**src/rtl/core/assert_macros.svh**
```systemverilog
// Assertion macros shared by the RTL; all sample on clock and are disabled in reset.
`ifndef ASSERT_MACROS_SVH
`define ASSERT_MACROS_SVH

// expr holds on every cycle
`define ASSERT_ALWAYS(label, expr, msg) \
   label: assert property (@(posedge clock) disable iff (reset) (expr)) else $error(msg);

// post holds in the same cycle as pre
`define ASSERT_IMPLIES(label, pre, post, msg) \
   label: assert property (@(posedge clock) disable iff (reset) (pre) |-> (post)) \
      else $error(msg);

// post holds in the cycle after pre
`define ASSERT_NEXT(label, pre, post, msg) \
   label: assert property (@(posedge clock) disable iff (reset) (pre) |=> (post)) \
      else $error(msg);

`endif

```
**src/rtl/core/rrr_pkg.sv**
```systemverilog
// Shared types and constants of the reorder and reassembly unit.
package rrr_pkg;

   localparam int ID_W        = 16;
   localparam int SIZE_W      = 11;
   localparam int REF_W       = 16;
   localparam int LEN_W       = 16;
   localparam int KIND_W      = 4;
   localparam int REQ_TDATA_W = 48;
   localparam int RSP_TDATA_W = 64;
   localparam int CSR_INDEX_W = 2;
   localparam int CSR_DATA_W  = 16;

   // result kinds
   localparam logic [KIND_W-1:0] KIND_WHOLE      = 4'd0;
   localparam logic [KIND_W-1:0] KIND_APPEND     = 4'd1;
   localparam logic [KIND_W-1:0] KIND_COMPLETE   = 4'd2;
   localparam logic [KIND_W-1:0] KIND_DISCARD    = 4'd3;
   localparam logic [KIND_W-1:0] KIND_OVERSIZE   = 4'd4;
   localparam logic [KIND_W-1:0] KIND_BUFFERED   = 4'd5;
   localparam logic [KIND_W-1:0] KIND_DUPLICATE  = 4'd6;
   localparam logic [KIND_W-1:0] KIND_TOO_FAR    = 4'd7;
   localparam logic [KIND_W-1:0] KIND_STORE_FULL = 4'd8;

   // register indexes
   localparam logic [CSR_INDEX_W-1:0] CSR_STORE_CAP = 2'd0;
   localparam logic [CSR_INDEX_W-1:0] CSR_REASM_CAP = 2'd1;

   localparam logic [CSR_DATA_W-1:0] STORE_CAP_RESET = 16'd16384;
   localparam logic [CSR_DATA_W-1:0] REASM_CAP_RESET = 16'd16384;

   typedef struct packed {
      logic capture;   // latch the accepted request
      logic eval;      // classify the latched request, load a result
      logic drain;     // deliver the parked record read at the last eval or drain
   } cmd_type;

   typedef struct packed {
      logic deliver;   // latched request carries the expected id
      logic more;      // another parked record follows this delivery
      logic out_free;  // result register can take a result this cycle
   } status_type;

endpackage

```
**src/rtl/core/rrr_ctrl.sv**
```systemverilog
// Controller: sequences capture, classification and drain of parked records.
module rrr_ctrl (
   input  logic                clock,
   input  logic                reset,
   input  logic                req_tvalid,
   output logic                req_tready,
   input  rrr_pkg::status_type st,
   output rrr_pkg::cmd_type    cmd
);

   localparam logic [1:0] ST_IDLE  = 2'd0;
   localparam logic [1:0] ST_EVAL  = 2'd1;
   localparam logic [1:0] ST_DRAIN = 2'd2;

   logic [1:0] state_ff;
   logic [1:0] state_in;

   assign req_tready  = (state_ff == ST_IDLE);
   assign cmd.capture = (state_ff == ST_IDLE) && req_tvalid;
   assign cmd.eval    = (state_ff == ST_EVAL) && st.out_free;
   assign cmd.drain   = (state_ff == ST_DRAIN) && st.out_free;

   always_comb begin
      state_in = state_ff;
      case (state_ff)
         ST_IDLE: begin
            if (req_tvalid) state_in = ST_EVAL;
         end
         ST_EVAL: begin
            if (st.out_free) state_in = (st.deliver && st.more) ? ST_DRAIN : ST_IDLE;
         end
         ST_DRAIN: begin
            if (st.out_free) state_in = st.more ? ST_DRAIN : ST_IDLE;
         end
         default: begin
            state_in = ST_IDLE;
         end
      endcase
   end

   always_ff @(posedge clock) begin
      if (reset) begin
         state_ff <= ST_IDLE;
      end else begin
         state_ff <= state_in;
      end
   end

endmodule

```
**src/rtl/core/rrr_dp.sv**
```systemverilog
// Datapath: window state, slot memory, reassembly state and result register.
module rrr_dp #(
   parameter int WINDOW_SLOTS = 32
) (
   input  logic                                 clock,
   input  logic                                 reset,
   input  rrr_pkg::cmd_type                     cmd,
   output rrr_pkg::status_type                  st,
   input  logic [rrr_pkg::REQ_TDATA_W-1:0]      req_tdata,
   input  logic                                 req_tuser,
   input  logic                                 req_tlast,
   output logic                                 rsp_tvalid,
   input  logic                                 rsp_tready,
   output logic [rrr_pkg::RSP_TDATA_W-1:0]      rsp_tdata,
   output logic [rrr_pkg::KIND_W-1:0]           rsp_tuser,
   output logic                                 rsp_tlast,
   input  logic                                 csr_valid,
   input  logic [rrr_pkg::CSR_INDEX_W-1:0]      csr_index,
   input  logic [rrr_pkg::CSR_DATA_W-1:0]       csr_wdata
);

   localparam int IW = (WINDOW_SLOTS > 1) ? $clog2(WINDOW_SLOTS) : 1;
   localparam int CW = $clog2(WINDOW_SLOTS + 1);
   localparam logic [IW:0]   SLOTS       = (IW+1)'(WINDOW_SLOTS);
   localparam logic [IW-1:0] LAST_IDX    = IW'(WINDOW_SLOTS - 1);
   localparam logic [IW:0]   DRAIN_LIMIT = (IW+1)'(WINDOW_SLOTS - 1);

   typedef struct packed {
      logic                       frag;
      logic                       last;
      logic [rrr_pkg::SIZE_W-1:0] size;
      logic [rrr_pkg::REF_W-1:0]  pref;
      logic [rrr_pkg::ID_W-1:0]   id;
   } slot_type;

   // configuration
   logic [rrr_pkg::CSR_DATA_W-1:0] store_cap_ff;
   logic [rrr_pkg::CSR_DATA_W-1:0] reasm_cap_ff;

   // window and reassembly state
   logic [rrr_pkg::ID_W-1:0]  next_id_ff;
   logic [IW-1:0]             exp_idx_ff;      // next_id_ff mod WINDOW_SLOTS
   logic [WINDOW_SLOTS-1:0]   slot_valid_ff;
   logic [CW-1:0]             buffered_count_ff;
   logic [rrr_pkg::LEN_W-1:0] store_used_ff;
   logic [rrr_pkg::LEN_W-1:0] reasm_len_ff;
   logic                      skipping_ff;
   logic [IW-1:0]             drain_cnt_ff;

   // latched request
   logic [rrr_pkg::ID_W-1:0]   q_id_ff;
   logic                       q_frag_ff;
   logic                       q_last_ff;
   logic [rrr_pkg::SIZE_W-1:0] q_size_ff;
   logic [rrr_pkg::REF_W-1:0]  q_ref_ff;

   // slot memory
   slot_type slot_mem [WINDOW_SLOTS];
   slot_type rd_ff;

   // result register
   logic                       rsp_valid_ff;
   logic [rrr_pkg::KIND_W-1:0] rsp_kind_ff;
   logic [rrr_pkg::ID_W-1:0]   rsp_id_ff;
   logic [rrr_pkg::REF_W-1:0]  rsp_ref_ff;
   logic [rrr_pkg::SIZE_W-1:0] rsp_size_ff;
   logic [rrr_pkg::LEN_W-1:0]  rsp_len_ff;
   logic                       rsp_last_ff;

   // delivery of one in-order record
   logic                       src_frag;
   logic                       src_last;
   logic [rrr_pkg::SIZE_W-1:0] src_size;
   logic [rrr_pkg::LEN_W:0]    reasm_sum;
   logic                       over;
   logic [rrr_pkg::KIND_W-1:0] d_kind;
   logic [rrr_pkg::LEN_W-1:0]  d_len;
   logic [rrr_pkg::LEN_W-1:0]  d_rlen;
   logic                       d_skip;

   // window arithmetic
   logic                       is_deliver;
   logic                       id_wrap;
   logic [IW-1:0]              nidx;
   logic [rrr_pkg::ID_W-1:0]   id_gap;
   logic                       far;
   logic                       wrapped;
   logic [IW:0]                ins_sum;
   logic [IW:0]                ins_sub;
   logic [IW-1:0]              ins_idx;
   logic [rrr_pkg::LEN_W:0]    store_sum;
   logic [rrr_pkg::KIND_W-1:0] n_kind;
   logic                       do_buffer;
   logic [IW:0]                cnt_after;
   logic                       next_valid;
   logic                       more;
   logic [CW-1:0]              count_dec;
   logic                       load;
   logic                       mem_wr;
   slot_type                   mem_wdata;

   always_comb begin
      src_frag = cmd.drain ? rd_ff.frag : q_frag_ff;
      src_last = cmd.drain ? rd_ff.last : q_last_ff;
      src_size = cmd.drain ? rd_ff.size : q_size_ff;
   end

   assign reasm_sum = {1'b0, reasm_len_ff} + (rrr_pkg::LEN_W+1)'(src_size);
   assign over      = skipping_ff || (reasm_sum > {1'b0, reasm_cap_ff});

   always_comb begin
      d_kind = rrr_pkg::KIND_WHOLE;
      d_len  = rrr_pkg::LEN_W'(src_size);
      d_rlen = reasm_len_ff;
      d_skip = skipping_ff;
      if (src_frag) begin
         if (over) begin
            d_skip = !src_last;
            d_rlen = '0;
            d_len  = '0;
            d_kind = src_last ? rrr_pkg::KIND_OVERSIZE : rrr_pkg::KIND_DISCARD;
         end else begin
            d_len  = reasm_sum[rrr_pkg::LEN_W-1:0];
            d_rlen = src_last ? '0 : reasm_sum[rrr_pkg::LEN_W-1:0];
            d_kind = src_last ? rrr_pkg::KIND_COMPLETE : rrr_pkg::KIND_APPEND;
         end
      end
   end

   assign is_deliver = (q_id_ff == next_id_ff);
   assign id_wrap    = (next_id_ff == '1);

   // the slot index restarts with the id when the id wraps
   always_comb begin
      if (id_wrap || exp_idx_ff == LAST_IDX) nidx = '0;
      else                                  nidx = exp_idx_ff + IW'(1);
   end

   // slot index of an id less than a window ahead, without a divider
   assign id_gap  = q_id_ff - next_id_ff;
   assign far     = (id_gap >= rrr_pkg::ID_W'(WINDOW_SLOTS));
   assign wrapped = (q_id_ff < next_id_ff);
   assign ins_sum = {1'b0, exp_idx_ff} + {1'b0, id_gap[IW-1:0]};
   assign ins_sub = ins_sum - SLOTS;

   always_comb begin
      if (wrapped)               ins_idx = q_id_ff[IW-1:0];
      else if (ins_sum >= SLOTS) ins_idx = ins_sub[IW-1:0];
      else                       ins_idx = ins_sum[IW-1:0];
   end

   assign store_sum = {1'b0, store_used_ff} + (rrr_pkg::LEN_W+1)'(q_size_ff);

   always_comb begin
      do_buffer = 1'b0;
      if (id_gap[rrr_pkg::ID_W-1])          n_kind = rrr_pkg::KIND_DUPLICATE;
      else if (far)                         n_kind = rrr_pkg::KIND_TOO_FAR;
      else if (slot_valid_ff[ins_idx])      n_kind = rrr_pkg::KIND_DUPLICATE;
      else if (store_sum > {1'b0, store_cap_ff}) n_kind = rrr_pkg::KIND_STORE_FULL;
      else begin
         n_kind    = rrr_pkg::KIND_BUFFERED;
         do_buffer = 1'b1;
      end
   end

   // a drain clears its own slot, which the next index may hit after an id wrap
   assign cnt_after  = {1'b0, drain_cnt_ff} + (IW+1)'(1);
   assign next_valid = slot_valid_ff[nidx] && !(cmd.drain && nidx == exp_idx_ff);
   assign more       = next_valid && (cmd.drain ? (cnt_after < DRAIN_LIMIT) : 1'b1);
   assign count_dec  = buffered_count_ff - CW'(1);

   assign st.deliver  = is_deliver;
   assign st.more     = more;
   assign st.out_free = !rsp_valid_ff || rsp_tready;

   assign load   = cmd.eval || cmd.drain;
   assign mem_wr = cmd.eval && !is_deliver && do_buffer;

   always_comb begin
      mem_wdata.frag = q_frag_ff;
      mem_wdata.last = q_last_ff;
      mem_wdata.size = q_size_ff;
      mem_wdata.pref = q_ref_ff;
      mem_wdata.id   = q_id_ff;
   end

   always_ff @(posedge clock) begin
      if (mem_wr) slot_mem[ins_idx] <= mem_wdata;
   end

   always_ff @(posedge clock) begin
      if (load) rd_ff <= slot_mem[nidx];
   end

   // request latch and result payload
   always_ff @(posedge clock) begin
      if (cmd.capture) begin
         q_id_ff   <= req_tdata[15:0];
         q_size_ff <= req_tdata[26:16];
         q_ref_ff  <= req_tdata[42:27];
         q_frag_ff <= req_tuser;
         q_last_ff <= req_tuser & req_tlast;
      end
      if (cmd.eval) begin
         rsp_id_ff   <= q_id_ff;
         rsp_ref_ff  <= q_ref_ff;
         rsp_size_ff <= q_size_ff;
         if (is_deliver) begin
            rsp_kind_ff <= d_kind;
            rsp_len_ff  <= d_len;
            rsp_last_ff <= !more;
         end else begin
            rsp_kind_ff <= n_kind;
            rsp_len_ff  <= reasm_len_ff;
            rsp_last_ff <= 1'b1;
         end
      end else if (cmd.drain) begin
         rsp_id_ff   <= rd_ff.id;
         rsp_ref_ff  <= rd_ff.pref;
         rsp_size_ff <= rd_ff.size;
         rsp_kind_ff <= d_kind;
         rsp_len_ff  <= d_len;
         rsp_last_ff <= !more;
      end
   end

   // control state
   always_ff @(posedge clock) begin
      if (reset) begin
         store_cap_ff      <= rrr_pkg::STORE_CAP_RESET;
         reasm_cap_ff      <= rrr_pkg::REASM_CAP_RESET;
         next_id_ff        <= '0;
         exp_idx_ff        <= '0;
         slot_valid_ff     <= '0;
         buffered_count_ff <= '0;
         store_used_ff     <= '0;
         reasm_len_ff      <= '0;
         skipping_ff       <= 1'b0;
         drain_cnt_ff      <= '0;
         rsp_valid_ff      <= 1'b0;
      end else begin
         if (csr_valid) begin
            case (csr_index)
               rrr_pkg::CSR_STORE_CAP: store_cap_ff <= csr_wdata;
               rrr_pkg::CSR_REASM_CAP: reasm_cap_ff <= csr_wdata;
               default: ;
            endcase
         end

         if (load)            rsp_valid_ff <= 1'b1;
         else if (rsp_tready) rsp_valid_ff <= 1'b0;

         if (cmd.eval) begin
            if (is_deliver) begin
               reasm_len_ff   <= d_rlen;
               skipping_ff    <= d_skip;
               next_id_ff     <= next_id_ff + rrr_pkg::ID_W'(1);
               exp_idx_ff     <= nidx;
               drain_cnt_ff   <= '0;
               if (buffered_count_ff == '0) store_used_ff <= '0;
            end else if (do_buffer) begin
               slot_valid_ff[ins_idx] <= 1'b1;
               store_used_ff          <= store_sum[rrr_pkg::LEN_W-1:0];
               buffered_count_ff      <= buffered_count_ff + CW'(1);
            end
         end else if (cmd.drain) begin
            reasm_len_ff              <= d_rlen;
            skipping_ff               <= d_skip;
            slot_valid_ff[exp_idx_ff] <= 1'b0;
            buffered_count_ff         <= count_dec;
            next_id_ff                <= next_id_ff + rrr_pkg::ID_W'(1);
            exp_idx_ff                <= nidx;
            drain_cnt_ff              <= cnt_after[IW-1:0];
            if (count_dec == '0) store_used_ff <= '0;
         end
      end
   end

   assign rsp_tvalid = rsp_valid_ff;
   assign rsp_tuser  = rsp_kind_ff;
   assign rsp_tlast  = rsp_last_ff;
   assign rsp_tdata  = {5'b0, rsp_len_ff, rsp_size_ff, rsp_ref_ff, rsp_id_ff};

endmodule

```
**src/rtl/core/reliable_reorder_reassembly_unit.sv**
```systemverilog
// A request is accepted only in IDLE and latched; its first result is registered in EVAL
// once the result register is free. A delivery then drains its parked records from the
// slot memory in DRAIN (one read per cycle while the result register is free).
// A new request is accepted while the last result still waits in the output register.
// Reset is synchronous, active high: window, counters and reassembly state clear at once;
// slot contents are not cleared, only their valid bits, so no clearing pass is needed.
`include "assert_macros.svh"

module reliable_reorder_reassembly_unit #(
   parameter int WINDOW_SLOTS = 32
) (
   input  logic                                 clock,
   input  logic                                 reset,
   // req_tdata: message_id[15:0], record_size[26:16], payload_ref[42:27], zero [47:43]
   input  logic                                 req_tvalid,
   output logic                                 req_tready,
   input  logic [rrr_pkg::REQ_TDATA_W-1:0]      req_tdata,
   input  logic                                 req_tuser,   // is_fragment
   input  logic                                 req_tlast,   // is_last
   // rsp_tdata: out_message_id[15:0], out_payload_ref[31:16], out_record_size[42:32],
   //            message_length[58:43], zero [63:59]
   output logic                                 rsp_tvalid,
   input  logic                                 rsp_tready,
   output logic [rrr_pkg::RSP_TDATA_W-1:0]      rsp_tdata,
   output logic [rrr_pkg::KIND_W-1:0]           rsp_tuser,   // kind
   output logic                                 rsp_tlast,   // last_result
   input  logic                                 csr_valid,
   output logic                                 csr_ready,
   input  logic [rrr_pkg::CSR_INDEX_W-1:0]      csr_index,
   input  logic [rrr_pkg::CSR_DATA_W-1:0]       csr_wdata
);

   rrr_pkg::cmd_type    cmd;
   rrr_pkg::status_type st;

   assign csr_ready = 1'b1;

   rrr_ctrl u_ctrl (
      .clock      (clock),
      .reset      (reset),
      .req_tvalid (req_tvalid),
      .req_tready (req_tready),
      .st         (st),
      .cmd        (cmd)
   );

   rrr_dp #(
      .WINDOW_SLOTS (WINDOW_SLOTS)
   ) u_dp (
      .clock      (clock),
      .reset      (reset),
      .cmd        (cmd),
      .st         (st),
      .req_tdata  (req_tdata),
      .req_tuser  (req_tuser),
      .req_tlast  (req_tlast),
      .rsp_tvalid (rsp_tvalid),
      .rsp_tready (rsp_tready),
      .rsp_tdata  (rsp_tdata),
      .rsp_tuser  (rsp_tuser),
      .rsp_tlast  (rsp_tlast),
      .csr_valid  (csr_valid),
      .csr_index  (csr_index),
      .csr_wdata  (csr_wdata)
   );

   `ASSERT_ALWAYS(a_one_cmd, $onehot0({cmd.capture, cmd.eval, cmd.drain}), "overlapping commands")
   `ASSERT_NEXT(a_result_loaded, cmd.eval || cmd.drain, rsp_tvalid, "result not presented")
   `ASSERT_NEXT(a_busy_after_request, req_tvalid && req_tready, !req_tready, "request overrun")
   `ASSERT_IMPLIES(a_drain_busy, cmd.drain, !req_tready && !cmd.capture, "drain while idle")

endmodule
```
**config.mk**
```make
export PLATFORM = sky130hd
export DESIGN_NAME = reliable_reorder_reassembly_unit
export DESIGN_NICKNAME = d
export VERILOG_FILES = /design/src/rtl/core/rrr_pkg.sv /design/src/rtl/core/rrr_ctrl.sv /design/src/rtl/core/rrr_dp.sv /design/src/rtl/core/reliable_reorder_reassembly_unit.sv
export VERILOG_INCLUDE_DIRS = /design/src /design/src/rtl/core
export SDC_FILE = /design/constraint.sdc
export NUM_CORES = 2
export LEC_CHECK = 0
export BUFFER_PORTS_ARGS = -buffer_cell sky130_fd_sc_hd__buf_2
export CAP_MARGIN = 20
export CORE_MARGIN = 2
export CORE_UTILIZATION = 50
export CTS_BUF_LIST = sky130_fd_sc_hd__clkbuf_4 sky130_fd_sc_hd__clkbuf_8 sky130_fd_sc_hd__clkbuf_16
export DETAILED_ROUTE_END_ITERATION = 10
export PLACE_DENSITY = 0.72
export SLEW_MARGIN = 20
export SYNTH_ARGS = -nofsm -noshare
export SYNTH_HDL_FRONTEND = slang
export SYNTH_HIERARCHICAL = 1
export SYNTH_SLANG_ARGS = --single-unit
```
**constraint.sdc**
```tcl
create_clock -name clock -period 7.9 [get_ports clock]
set_input_delay 2.37 -clock clock [delete_from_list [all_inputs] [get_ports clock]]
set_output_delay 2.37 -clock clock [all_outputs]
set_load 0.02 [all_outputs]
```
Yosys cells after proc, flatten, opt, wreduce, memory -nomap -nowiden
Memory sizes are Yosys's and may differ from the RTL's. A register that Yosys moved wholly into a read port is not among the register bits. Cells that the tools add are included.

Latch bits: 0. Memories: 1. Input bits: 73. Output and inout bits: 72. Bits in read-only memories: 0. RAM bits: 1440. Logic and storage cells: 185. Bits in registers: 241.

Memories: u_dp.slot_mem (words 32, bits a word 45, read ports 1, clocked after memory_dff 1, write ports 1, line rrr_dp.sv:58) `slot_type slot_mem [WINDOW_SLOTS];`.

Magnitude comparators: 11. Equal/unequal tests: 15. Multiplexer cells: 88. Divide/modulo/power cells: 0. Shifts and indexed selects: 0. Reductions and logical operators: 33. Bitwise operators: 4. Add/sub/neg operators: 10. Multiply operators: 0.

Operators with widths (number): 2-to-1 mux 16 bit (24); 2-to-1 mux 32 bit (4); 2-to-1 mux 5 bit (9); 2-to-1 mux 4 bit (9); adder 16 x 11 -> 17 bit (2); greater-than comparator 17 x 16 -> 1 bit (2); 2-to-1 mux 11 bit (3); AND 32 bit (1); NOT 32 bit (1); bitwise OR 32 bit (1); 2-to-1 mux 6 bit (4); 2-to-1 mux 1 bit (23); less-than comparator 5 x 6 -> 1 bit (second input constant) (3); adder 16 x 1 -> 16 bit (second input constant) (1); == test 16 bit (1); == test 16 bit (second input constant) (1); greater-or-equal comparator 16 x 6 -> 1 bit (second input constant) (1); less-than comparator 16 bit (1); subtractor 16 bit (1); logical NOT 6 bit (2); 2-to-1 mux 2 bit (6); logical AND 1 bit (11); binary-select mux 1 bit (select 5 bit) (2); demux 1 bit (select 5 bit) (2); 26 further kinds (46).

Logic depth before layout (Yosys ltp)
Depth after elaboration: 13. Mapped depth: 27.

Hierarchy
Netlist, hierarchy kept.

Modules (own cells, without submodules): rrr_dp (area an instance 71262.1 um^2, cells each 4893, seq. area each 50468.4 um^2, instances 1); rrr_ctrl (area an instance 108.9 um^2, cells each 13, seq. area each 40.0 um^2, instances 1); reliable_reorder_reassembly_unit (area an instance 11.3 um^2, cells each 2, seq. area each 0.0 um^2, instances 1).

Worst setup path after synthesis
No wires, ideal clock.

Path kind: register to register. Start: reg u_dp/q_size_ff[0] in the netlist's numbering. End: mem u_dp/slot_mem[20][0] in the netlist's numbering, enable pin. Cell stages (with the launch flop): 21. Setup slack: 0.057 ns. Buffers on the path: 2. Arrival: 7.340 ns. Clock period less this slack: 7.843 ns. Cell sequence: edfxtp_1 ha_1 inv_1 fa_1 nor2b_1 o21ai_0 a21oi_1 nor3_1 o21bai_1 a21oi_1 xnor2_1 ha_1 or4_1 a221oi_1 o21ai_0 a2111oi_0 o31a_1 clkbuf_1 nand4_2 buf_2 nor3_1.

Cells in the longest elaborated chain, start to end: 9.

Ends and longest elaborated chain: start: declaration (line rrr_dp.sv:54) `logic [rrr_pkg::SIZE_W-1:0] q_size_ff;`; start signal: assignment (line rrr_dp.sv:199) `q_size_ff <= req_tdata[26:16];`; adder 16 x 11 -> 17 bit (line rrr_dp.sv:152) `assign store_sum = {1'b0, store_used_ff} + (rrr_pkg::LEN_W+1)'(q_size_ff);`; greater-than comparator 17 x 16 -> 1 bit (line rrr_dp.sv:159) `else if (store_sum > {1'b0, store_cap_ff}) n_kind = rrr_pkg::KIND_STORE_FULL;`; 2-to-1 mux 1 bit (line rrr_dp.sv:159); 2-to-1 mux 1 bit (line rrr_dp.sv:158) `else if (slot_valid_ff[ins_idx]) n_kind = rrr_pkg::KIND_DUPLICATE;`; 2-to-1 mux 1 bit (line rrr_dp.sv:157) `else if (far) n_kind = rrr_pkg::KIND_TOO_FAR;`; 2-to-1 mux 1 bit (line rrr_dp.sv:156) `if (id_gap[rrr_pkg::ID_W-1]) n_kind = rrr_pkg::KIND_DUPLICATE;`; logical AND 1 bit (line rrr_dp.sv:177) `assign mem_wr = cmd.eval && !is_deliver && do_buffer;`; 2-to-1 mux 1 bit (line rrr_dp.sv:188) `if (mem_wr) slot_mem[ins_idx] <= mem_wdata;`; 2-to-1 mux 1 bit (implied by the code) (line rrr_dp.sv:188); end: declaration (line rrr_dp.sv:58).

Every way passes these cells.

==> impl_metrics.tcl <==
set metrics [dict create \
    status "finished clean" \
    holdCritPathClass "reg -> reg" \
    dp_cells 6684 \
    finish.cell_count_without_fillers 6998 \
    max_freq_mhz 144 \
    timing.reg2reg.setup_slack_ns 1.90 \
    postCtsResizedCells 0 \
    floorplan.die.width_um 382 \
    start_util_pct 50.4 \
    rsz0062_at_grt "no" \
    synth.lib_cells_used.distinct 87 \
    cts.reportedPaths.clkPinSlew_ns 0.06 \
    wl_um 177000 \
    post-cts-setup-buffers 0 \
    fp.coreArea_um2 142000 \
    slew_headroom_pct 22.1 \
    power.clock.fraction_pct 42.7 \
    top_level_ports 145 \
    cts_tree "yes" \
    number_of_cell_rows 138 \
    layout-area-overhead-vs-synth_pct 12.1 \
    timing.critical_path.from_type "primary input" \
    r2r_path_end "u_dp/slot_mem[26][23]" \
    cp_data_arrival_time_ns 7.65 \
    critical_path_class "in -> reg" \
    final.setup_skew_ns 0.0598 \
    die_height_um 382 \
    via_count_of_the_first_global_routing_pass 41800 \
    numClockSinks 1726 \
    quantity_of_hold_fixing_buffers_added_after_cts 0 \
    ctsLongestPathBuffers 3 \
    switching_power_total_mw 3.89 \
    clock_insertion_delay_worst_skew_ns 0.83 \
    synth.ff_latch_count 1726 \
    combPwrFrac_pct 2.7 \
    synth_enable_flop_cells 1594 \
    layout.core_utilization_pct 56.5 \
    drt_pass1_iterations 6 \
    routed_via_density 6.25 \
    setup_violations 0 \
    peakVddDrop_uv 235 \
    multi_input_combinational_cell_area_um2 19200 \
    leakagePower_nw 25.5 \
    cellInternalPower_mw 14.6 \
    synthCells 4908 \
    syn_avg_cell_area_um2 14.5 \
    timing.hold.worst_path_depth 2 \
    final.period_utilization_pct 88.1 \
    setup.worst_path.end_class "register" \
    largest_net_degree_at_the_start_of_global_routing 226 \
    groute.usage.overall_pct 23.8 \
    cp-startpoint "rsp_tready" \
    finalCriticalPeriod_ns 6.96 \
    maxCapViolations 0 \
    final_antenna_net_count 0 \
    timing.reg2reg.worst_path_depth 20 \
    timing.critical_path.required_ns 8.58 \
    synth-async-reset-ratio_pct 0 \
    worst_hold_slack_ns 0.455 \
    yosysWarningCount 6 \
    tritoncts.num_buffers 170 \
    post_synth_instance_area_um2 71400 \
    cts.root.buffer_cell "sky130_fd_sc_hd__clkbuf_16" \
    nNetsFinal 5138 \
    synth-main-ff-cell "sky130_fd_sc_hd__edfxtp_1" \
    grt_antenna_before_repair 2 \
    critical_path_peak_fanout 34 \
    register_area_um2 50500 \
    drive_gt1_share_pct 15.9 \
    count_of_filler_cells_inserted_in_the_layout 10900 \
    routedWlPerCell_um 25.3 \
    final_critical_path_setup_slack_ns 0.936 \
    final-hold-violation-count 0 \
    htree_levels 4 \
    tightestPinTransition_ns 1.17 \
    timing.final.max_slew_violations 0 \
    regToRegStartpoint "u_dp/q_size_ff[1]" \
    vias 43800 \
    global_route_wire_length_before_repair_um 262000 \
    post_synthesis_sequential_area_ratio_pct 70.8 \
    p_per_area_nw_per_um2 231 \
    min_from "u_dp/reasm_cap_ff[1]" \
    port-buffer-count 133 \
    netSwitchingFraction_pct 21.0 \
    hpwl_reported_at_the_end_of_detailed_placement_um 90500 \
    drt-initial-drc-count 5399 \
    gp_congestion 0.854 \
    whs_endpoint "u_dp/reasm_cap_ff[1]" \
    placement_setup_slack_ns 0.213 \
    setup_total_negative_slack_ns 0 \
    detail_route.drc_violations 0 \
    power.share.sequential_pct 54.6 \
    area_enclosed_by_the_die_boundary_um2 146000 \
    total_grt_overflow 0 \
]
[logic make-up (layout without fill, tap and decap cells)]
kind of cell | Yosys count | after routing | share of synthesized area [%]
flip-flops | 1726 | 1726 | 70.8
AO/OA/AOI/OAI | 1242 | 1242 | 11.6
AND/OR/NAND/NOR | 1089 | 1089 | 7.28
buffers and inverters | 473 | 668 | 2.67
multiplexers | 231 | 231 | 5.34
adder cells (fa/ha/maj) | 91 | 91 | 1.64
XOR/XNOR | 54 | 54 | 0.682
other | 2 | 7 | 0.0105
[layout make-up]
class | instances | share of cell area [%]
timing repair buffer | 251 | 2.53
tap | 1890 | 2.95
inverter | 112 | 0.532
clock buffer | 214 | 5.78
multi-input combinational | 2713 | 24.0
clock inverter | 91 | 1.11
sequential | 1726 | 63.1
antenna | 1 | 0.00313
[through the flow]
stage	area, um^2	power [mW]
4_1_cts	79900	18.6
3_3_place_gp	74400	10.8
3_5_place_dp	74400	10.8
2_1_floorplan	71400	10.6
5_1_grt	80000	19.0
6_report	80000	18.5
[worst max-delay path, stage by stage]
cell and delay [ns]:
sky130_fd_sc_hd__buf_2 0.07, sky130_fd_sc_hd__nand2b_1 0.16, sky130_fd_sc_hd__and2_1 0.29, sky130_fd_sc_hd__mux2_2 0.38
sky130_fd_sc_hd__ha_1 0.22, sky130_fd_sc_hd__fa_1 0.44, sky130_fd_sc_hd__a21o_1 0.17, sky130_fd_sc_hd__a21oi_1 0.21
sky130_fd_sc_hd__o21ai_0 0.12, sky130_fd_sc_hd__a21oi_1 0.30, sky130_fd_sc_hd__o21ai_0 0.22, sky130_fd_sc_hd__a311oi_1 0.35
sky130_fd_sc_hd__buf_4 0.19, sky130_fd_sc_hd__nor2_1 0.05, sky130_fd_sc_hd__nand2_1 0.10, sky130_fd_sc_hd__nand2_1 0.07
sky130_fd_sc_hd__ha_1 0.29, sky130_fd_sc_hd__nand4_1 0.09, sky130_fd_sc_hd__o211ai_1 0.12, sky130_fd_sc_hd__o221ai_1 0.17
sky130_fd_sc_hd__a21oi_1 0.08, sky130_fd_sc_hd__o21ai_2 0.17, sky130_fd_sc_hd__buf_4 0.39, sky130_fd_sc_hd__nand3_1 0.19
sky130_fd_sc_hd__o311ai_0 0.43
[power by group through the flow]
stage	registers [mW]	clock network, mW	logic, mW
after floorplan	10.3	0	0.252
after global placement	10.3	0	0.474
after detailed placement	10.3	0	0.480
after CTS	10.1	8.02	0.482
after global routing	10.1	8.37	0.550
final	10.1	7.89	0.508
[cell usage after synthesis (5+ instances only)]
master | instances | area (um^2)
sky130_fd_sc_hd__nand3_1 | 39 | 195
sky130_fd_sc_hd__nor3_1 | 55 | 275
sky130_fd_sc_hd__nand4_1 | 57 | 357
sky130_fd_sc_hd__o21a_1 | 10 | 75.1
sky130_fd_sc_hd__ha_1 | 87 | 1090
sky130_fd_sc_hd__buf_2 | 49 | 245
sky130_fd_sc_hd__nand2_1 | 566 | 2120
sky130_fd_sc_hd__o211ai_1 | 16 | 120
sky130_fd_sc_hd__nand2b_1 | 13 | 81.3
sky130_fd_sc_hd__o21bai_1 | 6 | 45.0
sky130_fd_sc_hd__mux4_2 | 108 | 2430
sky130_fd_sc_hd__buf_4 | 14 | 105
sky130_fd_sc_hd__buf_1 | 32 | 120
sky130_fd_sc_hd__a41o_1 | 5 | 50.1
sky130_fd_sc_hd__mux2_2 | 109 | 1230
sky130_fd_sc_hd__and2_1 | 181 | 1130
sky130_fd_sc_hd__a41oi_1 | 12 | 105
sky130_fd_sc_hd__a31oi_1 | 193 | 1210
sky130_fd_sc_hd__o31a_1 | 5 | 43.8
sky130_fd_sc_hd__o221ai_1 | 183 | 1600
sky130_fd_sc_hd__and3_1 | 18 | 113
sky130_fd_sc_hd__a21oi_1 | 108 | 541
sky130_fd_sc_hd__o31ai_1 | 6 | 45.0
sky130_fd_sc_hd__or2_2 | 5 | 31.3
sky130_fd_sc_hd__or3_1 | 10 | 62.6
sky130_fd_sc_hd__nor2b_1 | 18 | 113
sky130_fd_sc_hd__a21o_1 | 12 | 90.1
sky130_fd_sc_hd__nor4_1 | 9 | 56.3
sky130_fd_sc_hd__a211oi_1 | 186 | 1400
sky130_fd_sc_hd__nor2_1 | 75 | 282
sky130_fd_sc_hd__inv_1 | 112 | 420
sky130_fd_sc_hd__edfxtp_1 | 1594 | 47900
sky130_fd_sc_hd__clkbuf_1 | 264 | 991
sky130_fd_sc_hd__xnor2_1 | 36 | 315
sky130_fd_sc_hd__a31o_2 | 8 | 70.1
sky130_fd_sc_hd__o21ai_0 | 251 | 1260
sky130_fd_sc_hd__dfxtp_1 | 132 | 2640
sky130_fd_sc_hd__nor3b_1 | 5 | 37.5
sky130_fd_sc_hd__mux2i_1 | 12 | 120
sky130_fd_sc_hd__o22ai_1 | 199 | 1240
sky130_fd_sc_hd__xor2_1 | 17 | 149
sky130_fd_sc_hd__and2_0 | 11 | 68.8
sky130_fd_sc_hd__nand3b_1 | 5 | 37.5
[placed cells by master (no fill, tap or decap), drive strengths merged, types with 7 or more instances in the layout]
cell,n
and3,18
mux2,111
ha,87
a211oi,186
bufinv,7
nand2,566
o221ai,183
xnor2,36
nor2b,18
o211ai,18
nand3,39
nor3b,7
a41oi,12
mux2i,12
inv,119
a21o,12
nor2,77
buf,251
o21ai,252
a31o,8
or3,10
o21a,10
clkbuf,214
xor2,17
nand2b,13
dfxtp,132
mux4,108
a31oi,194
nand4,58
and2,192
clkinv,75
nor4,10
o22ai,199
edfxtp,1594
nor3,57
a21oi,110
[state kept, by name, indices dropped and copies added, names as in the netlist, 4 cells and up]
name	count
u_dp/slot_mem	1440
u_dp/rd_ff	45
u_dp/slot_valid_ff	32
u_dp/next_id_ff	16
u_dp/q_id_ff	16
u_dp/q_ref_ff	16
u_dp/reasm_cap_ff	16
u_dp/reasm_len_ff	16
u_dp/rsp_id_ff	16
u_dp/rsp_len_ff	16
u_dp/rsp_ref_ff	16
u_dp/store_cap_ff	16
u_dp/store_used_ff	16
u_dp/q_size_ff	11
u_dp/rsp_size_ff	11
u_dp/buffered_count_ff	6
u_dp/drain_cnt_ff	5
u_dp/exp_idx_ff	5
u_dp/rsp_tuser	4
[metal layers]
metal  up-vias  track usage, %  share of wire, %
li1      19400               -                 -
met1     22100            33.9                42
met2      1991            38.0                48
met3       290            3.58               8.0
met4         0            7.23               2.5
met5         -               0                 0
[how the worst max path moves through the flow]
stage                     slack, ns  depth (start not counted)               endpoint
after floorplan                0.06                         20   u_dp/slot_mem[20][0]
after global placement         0.33                         25  u_dp/reasm_len_ff[11]
after detailed placement       0.21                         25  u_dp/reasm_len_ff[12]
after CTS                      1.02                         25  u_dp/reasm_len_ff[12]
after global routing           0.57                         25  u_dp/reasm_len_ff[12]
final                          0.94                         25  u_dp/reasm_len_ff[12]
Power figures use the tool's default switching activity.
